## src/rtl/stpswp_pkg.sv

```systemverilog
`default_nettype none

package stpswp_pkg;

  localparam int unsigned CountWidth   = 16;
  localparam int unsigned PhaseWidth   = 3;
  localparam int unsigned PatternWidth = 4;

  localparam logic [CountWidth-1:0] SweepDefault = 16'd2048;

  typedef enum logic [1:0] {
    MODE_WAIT   = 2'd0,
    MODE_SWEEP  = 2'd1,
    MODE_RETURN = 2'd2
  } mode_e;

  typedef struct packed {
    logic [PatternWidth-1:0] coil_pattern;
    logic                    stepped;
    logic [1:0]              mode;
    logic                    forward;
  } result_t;

  function automatic logic [PatternWidth-1:0] half_step(input logic [PhaseWidth-1:0] phase);
    logic [PatternWidth-1:0] pat;
    begin
      case (phase)
        3'd0: pat = 4'h1;
        3'd1: pat = 4'h3;
        3'd2: pat = 4'h2;
        3'd3: pat = 4'h6;
        3'd4: pat = 4'h4;
        3'd5: pat = 4'hC;
        3'd6: pat = 4'h8;
        3'd7: pat = 4'h9;
        default: pat = 4'h0;
      endcase
      return pat;
    end
  endfunction

endpackage

`default_nettype wire

```

## src/rtl/stpswp_core.sv

```systemverilog
`default_nettype none

module stpswp_core (
  input  wire logic                                clk_i,
  input  wire logic                                rst_ni,
  input  wire logic                                advance_i,
  input  wire logic                                armed_i,
  input  wire logic [stpswp_pkg::CountWidth-1:0]   steps_per_sweep_i,
  output stpswp_pkg::result_t                      result_o
);
  import stpswp_pkg::*;

  mode_e                   mode_q, mode_d;
  logic                    dir_q, dir_d;
  logic [PhaseWidth-1:0]   phase_q, phase_d;
  logic [CountWidth-1:0]   count_q, count_d;
  logic [PatternWidth-1:0] pattern_q, pattern_d;
  logic                    stepped;
  logic                    home;
  logic                    below_limit;

  assign below_limit = count_q < steps_per_sweep_i;

  always_comb begin
    mode_d    = mode_q;
    dir_d     = dir_q;
    phase_d   = phase_q;
    count_d   = count_q;
    pattern_d = pattern_q;
    stepped   = 1'b0;
    home      = 1'b0;
    case (mode_q)
      MODE_WAIT: begin
        phase_d = '0;
        count_d = '0;
        dir_d   = 1'b1;
        mode_d  = armed_i ? MODE_SWEEP : MODE_WAIT;
      end
      MODE_SWEEP: begin
        if (below_limit) begin
          count_d   = count_q + 1'b1;
          pattern_d = half_step(phase_q);
          phase_d   = dir_q ? phase_q + 1'b1 : phase_q - 1'b1;
          stepped   = 1'b1;
        end else begin
          count_d = '0;
          dir_d   = ~dir_q;
          phase_d = '0;
        end
        mode_d = armed_i ? MODE_SWEEP : MODE_RETURN;
      end
      MODE_RETURN: begin
        if (dir_q) begin
          if (count_q != '0) begin
            count_d   = count_q - 1'b1;
            pattern_d = half_step(phase_q);
            phase_d   = phase_q - 1'b1;
            stepped   = 1'b1;
          end else begin
            home = 1'b1;
          end
        end else begin
          if (below_limit) begin
            count_d   = count_q + 1'b1;
            pattern_d = half_step(phase_q);
            phase_d   = phase_q - 1'b1;
            stepped   = 1'b1;
          end else begin
            home = 1'b1;
          end
        end
        mode_d = home ? MODE_WAIT : MODE_RETURN;
      end
      default: begin
        mode_d = MODE_WAIT;
      end
    endcase
  end

  always_ff @(posedge clk_i or negedge rst_ni) begin
    if (!rst_ni) begin
      mode_q    <= MODE_SWEEP;
      dir_q     <= 1'b1;
      phase_q   <= '0;
      count_q   <= '0;
      pattern_q <= '0;
    end else if (advance_i) begin
      mode_q    <= mode_d;
      dir_q     <= dir_d;
      phase_q   <= phase_d;
      count_q   <= count_d;
      pattern_q <= pattern_d;
    end
  end

  assign result_o.coil_pattern = pattern_d;
  assign result_o.stepped      = stepped;
  assign result_o.mode         = mode_d;
  assign result_o.forward      = dir_d;

endmodule

`default_nettype wire

```

## src/rtl/stepper_sweep_sequencer_top.sv

```systemverilog
`default_nettype none

// Half-step sequencer for one four-coil stepper. Each input item is one tick
// carrying the arm flag; each tick yields exactly one result item with the
// coil pattern, a stepped flag, the mode after the tick and the sweep
// direction. An item is held in the input register, then the tick is
// evaluated and lands in the output register; one item is taken every
// cycle while the output side keeps up. Write steps_per_sweep only while
// no items are in flight; it resets to 2048.
module stepper_sweep_sequencer_top (
  input  wire logic                              clk_i,
  input  wire logic                              rst_ni,
  input  wire logic                              in_valid_i,
  output logic                                   in_ready_o,
  input  wire logic                              armed_i,
  output logic                                   out_valid_o,
  input  wire logic                              out_ready_i,
  output logic [stpswp_pkg::PatternWidth-1:0]    coil_pattern_o,
  output logic                                   stepped_o,
  output logic [1:0]                             mode_o,
  output logic                                   forward_o,
  input  wire logic                              cfg_valid_i,
  output logic                                   cfg_ready_o,
  input  wire logic [stpswp_pkg::CountWidth-1:0] steps_per_sweep_i
);
  import stpswp_pkg::*;

  logic                  in_valid_q;
  logic                  armed_q;
  logic                  out_valid_q;
  result_t               result_q;
  result_t               result_d;
  logic [CountWidth-1:0] sps_q;
  logic                  advance;

  assign advance     = in_valid_q && (!out_valid_q || out_ready_i);
  assign in_ready_o  = !in_valid_q || advance;
  assign cfg_ready_o = 1'b1;

  always_ff @(posedge clk_i or negedge rst_ni) begin
    if (!rst_ni) begin
      sps_q <= SweepDefault;
    end else if (cfg_valid_i) begin
      sps_q <= steps_per_sweep_i;
    end
  end

  always_ff @(posedge clk_i or negedge rst_ni) begin
    if (!rst_ni) begin
      in_valid_q <= 1'b0;
    end else if (in_ready_o) begin
      in_valid_q <= in_valid_i;
    end
  end

  always_ff @(posedge clk_i) begin
    if (in_ready_o && in_valid_i) begin
      armed_q <= armed_i;
    end
  end

  stpswp_core u_core (
    .clk_i             (clk_i),
    .rst_ni            (rst_ni),
    .advance_i         (advance),
    .armed_i           (armed_q),
    .steps_per_sweep_i (sps_q),
    .result_o          (result_d)
  );

  always_ff @(posedge clk_i or negedge rst_ni) begin
    if (!rst_ni) begin
      out_valid_q <= 1'b0;
    end else if (!out_valid_q || out_ready_i) begin
      out_valid_q <= in_valid_q;
    end
  end

  always_ff @(posedge clk_i) begin
    if (advance) begin
      result_q <= result_d;
    end
  end

  assign out_valid_o    = out_valid_q;
  assign coil_pattern_o = result_q.coil_pattern;
  assign stepped_o      = result_q.stepped;
  assign mode_o         = result_q.mode;
  assign forward_o      = result_q.forward;

endmodule

`default_nettype wire
```

## config.mk

```make
export PLATFORM = sky130hd
export DESIGN_NAME = stepper_sweep_sequencer_top
export DESIGN_NICKNAME = d
export VERILOG_FILES = /design/src/rtl/stpswp_pkg.sv /design/src/rtl/stpswp_core.sv /design/src/rtl/stepper_sweep_sequencer_top.sv
export SDC_FILE = /design/constraint.sdc
export NUM_CORES = 1
export LEC_CHECK = 0
export ABC_AREA = 1
export CORE_UTILIZATION = 35
export CTS_BUF_LIST = sky130_fd_sc_hd__clkbuf_4 sky130_fd_sc_hd__clkbuf_8
export CTS_CLUSTER_SIZE = 25
export DETAILED_ROUTE_END_ITERATION = 10
export DONT_BUFFER_PORTS = 1
export GPL_TIMING_DRIVEN = 0
export PLACE_DENSITY = 0.54
export REMOVE_ABC_BUFFERS = 1
export SKIP_LAST_GASP = 1
export SLEW_MARGIN = 10
export SYNTH_ARGS = -nofsm -noshare
export SYNTH_HDL_FRONTEND = slang
export SYNTH_SLANG_ARGS = --single-unit
```

## constraint.sdc

```tcl
create_clock -name clk_i -period 1.81 [get_ports clk_i]
set_input_delay 0.0905 -clock clk_i [delete_from_list [all_inputs] [get_ports clk_i]]
set_output_delay 0.0905 -clock clk_i [all_outputs]
set_load 0.005 [all_outputs]
```

==> reports/qor.csv <==
metric;value;unit
CP peak stage delay;770;ps
slowest CP cell;nor2_1;
hold path startpoint;out_ready_i;
Critical Path Source;out_valid_o$_DFFE_PN0P_;
pin count of the biggest net entering global routing;45;
RePlAce Congestion;0.828;
EDFF count, synth;9;
placed cell area;4130;µm²
area of the die;12100;µm²
share of layout cells above drive strength 1;0.223;
number of global-route vias before repair;3717;
cell breakdown of the critical path;nand2_1, nand2_1, nor2_1, nand2_8, inv_16, nand3_1, nand2_1;
critical path class;reg -> reg;
worst hold-check path type;in -> reg;
initial antenna violation count;0;
syn avg cell area;7.01;µm²
Syn. warnings;0;
H-tree levels;2;
post-synthesis register bit count;53;
most frequent cells in the layout;165 x nand2_1, 59 x inv_1, 45 x nand3_1, 30 x o21ai_0, 29 x nor2_1;
dominant synthesized flop cell;dfrtp_1;
Sw Ratio;0.518;
drt drc;0;
max-cap violations;0;
Fin. Hold Viols;0;
total track usage;0.205;
clk buf depth;2;
Worst-path clk slew;90;ps
Max FO, Critical Path;7;
register share of total power;0.243;
status;complete, but fails checks;
worst rel slew slack;0.381;
DP HPWL;6.89;mm
CTS Root Cell;clkbuf_8;
clock share of power;0.093;
DR WL/cell;15.0;µm
proportion of netlist area held by the largest area contributor;0.251;
core area;11400;µm²
vias post-DR;3965;
antenna-violating nets left;0;
Cell variety after synth;37;
ys async rst share;0.830;
register area;1400;µm²
WHS;27.3;ps
number of cell rows;39;
CTS tree;built;
top cell type by total area after synthesis;dfrtp_1;
mapped cell area;4100;µm²
register area share after synthesis;0.336;
P_sw;4.02;mW
global route total overflow;0;
Syn Inst Count;584;
commonest non-fill, non-tap cell in the layout;nand2_1;
Slew Limit Fails;0;
CP arrival;2420;ps
fillers;1152;
die width;110;µm
RSZ-0062 raised after global routing;true;
Nets;670;
total CTS buffers;5;
Slew @ Worst Pin;925;ps
period utilisation layout;1.20;
PD cells;1530;nW/µm²
failing checks;negative setup slack;
Layout area overhead;23.7;%
Worst setup SP type;flop;
reg-to-reg startpoint;out_valid_o$_DFFE_PN0P_;
routed wire length;11.5;mm
Finished Core Util;0.444;
Setup Skew;9.63;ps
DR iter-0 viols;255;
WP buf/inv;1;
Initial Utilization;0.359;
Logic pwr share;0.664;
crit path capture type;flop;
area of the multi-input gates;2570;µm²
worst vdd ir;0.000630;V
Finish-stage setup viols;32;
Worst path most repeated cell;nand2_1;
post-DR vias/cell;5.18;
Synth area leaders;dfrtp_1 25%, nand2_1 17%, ha_1 7.9%, edfxtp_1 6.6%, inv_1 5.7%;
WP data required;2070;ps
Int Power;3.73;mW
Leak Pwr;2.42;nW
Die Y;110;µm
fin crit period;2170;ps
CP top delay family;simple AND/OR/NAND/NOR gates;
port bufs;0;
Clock Sinks;53;
Total Power;7.75;mW
ANT cells;0;
Setup TNS Final;-9900;ps
design area;5070;µm²
final worst setup slack;-359;ps
fmax;461;MHz
drt pass-1 iters;6;
Top-Level Pins;33;
Clk Latency, worst-skew pair;320;ps
first-pass GRT wire length;18.9;mm
stage by stage:
step | std cells | setup WS (ps)
after floorplan | 554 | -946
after global placement | 697 | -1970
after CTS | 761 | -336
after detailed placement | 698 | -1050
final | 766 | -359
after global routing | 766 | -478
what timing repair did:
item                                    CTS  global route
pin swaps                                13             6
resized for setup                        63            21
setup buffers                            26             5
endpoints found under the hold margin    64             0
endpoints found under the setup margin   33            33
gates cloned                              7             0
hold buffers                             22             0
logic make-up (layout without fill, tap and decap cells):
kind of cell	count (synthesis)	after routing	share of synthesized area
adder cells (fa/ha/maj)	26	26	0.0794
multiplexers	1	1	0.00275
flip-flops	53	53	0.336
buffers and inverters	95	131	0.0996
AO/OA/AOI/OAI	89	89	0.124
AND/OR/NAND/NOR	305	308	0.328
other	1	1	0.000916
XOR/XNOR	14	14	0.0299
cell usage after synthesis, drive strengths merged (9+ instances only):
cell type,count
xor2,13
clkbuf,13
inv,64
dfrtp,41
ha,26
a21oi,30
nand3,48
o21ai,53
buf,17
nand2,186
edfxtp,9
nand4,19
nor2,40
flip-flops by register name, indices dropped and copies added (netlist names):
| signal | flops |
|---|---|
| u_core.dir_q | 1 |
| mode_o | 2 |
| out_valid_o | 1 |
| in_valid_q | 1 |
| stepped_o | 1 |
| forward_o | 1 |
| sps_q | 16 |
| u_core.count_q | 16 |
| coil_pattern_o | 4 |
| u_core.phase_q | 3 |
| armed_q | 1 |
| u_core.pattern_q | 4 |
| u_core.mode_q | 2 |
cell type report:
| cell class | instances | area share |
|---|---|---|
| multi-input combinational | 439 | 0.507 |
| sequential | 53 | 0.276 |
| timing repair buffer | 54 | 0.101 |
| inverter | 65 | 0.0533 |
| tap | 143 | 0.0353 |
| clock buffer | 8 | 0.0180 |
| timing repair inverter | 4 | 0.00914 |
final timing paths:
kind	end	slack (ps)	cells after the start
worst min-delay path	in_valid_q$_DFFE_PN0N_	30	3
worst max-delay path	u_core.count_q[8]$_DFFE_PN0P_	-360	7
min in group asynchronous	u_core.count_q[2]$_DFFE_PN0P_	270	2
worst min register to register	sps_q[0]$_DFFE_PN0P_	510	1
max in group asynchronous	u_core.mode_q[0]$_DFFE_PN1P_	1260	2
worst max register to register	u_core.count_q[8]$_DFFE_PN0P_	-360	7
metal layers:
| metal | global-route usage | wire length (µm) | up-vias |
|---|---|---|---|
| met2 | 0.334 | 5380 | 93 |
| met3 | 0.0276 | 469 | 26 |
| met1 | 0.268 | 5170 | 1866 |
| met5 | 0 | 0 | - |
| li1 | - | - | 1980 |
| met4 | 0.0996 | 451 | 0 |
power groups by stage:
stage	logic [mW]	registers, mW	clock network, mW
2_1_floorplan	3.17	1.81	0
3_3_place_gp	3.92	1.94	0
3_5_place_dp	4.02	1.95	0
4_1_cts	4.89	1.91	0.754
5_1_grt	5.74	1.92	0.806
6_report	5.14	1.88	0.723
tightest hold or removal path: stages:
cell     delay, ps
inv_1           30
nand3_1        120
nand2_1         70
(Power assumes the default switching activity.)
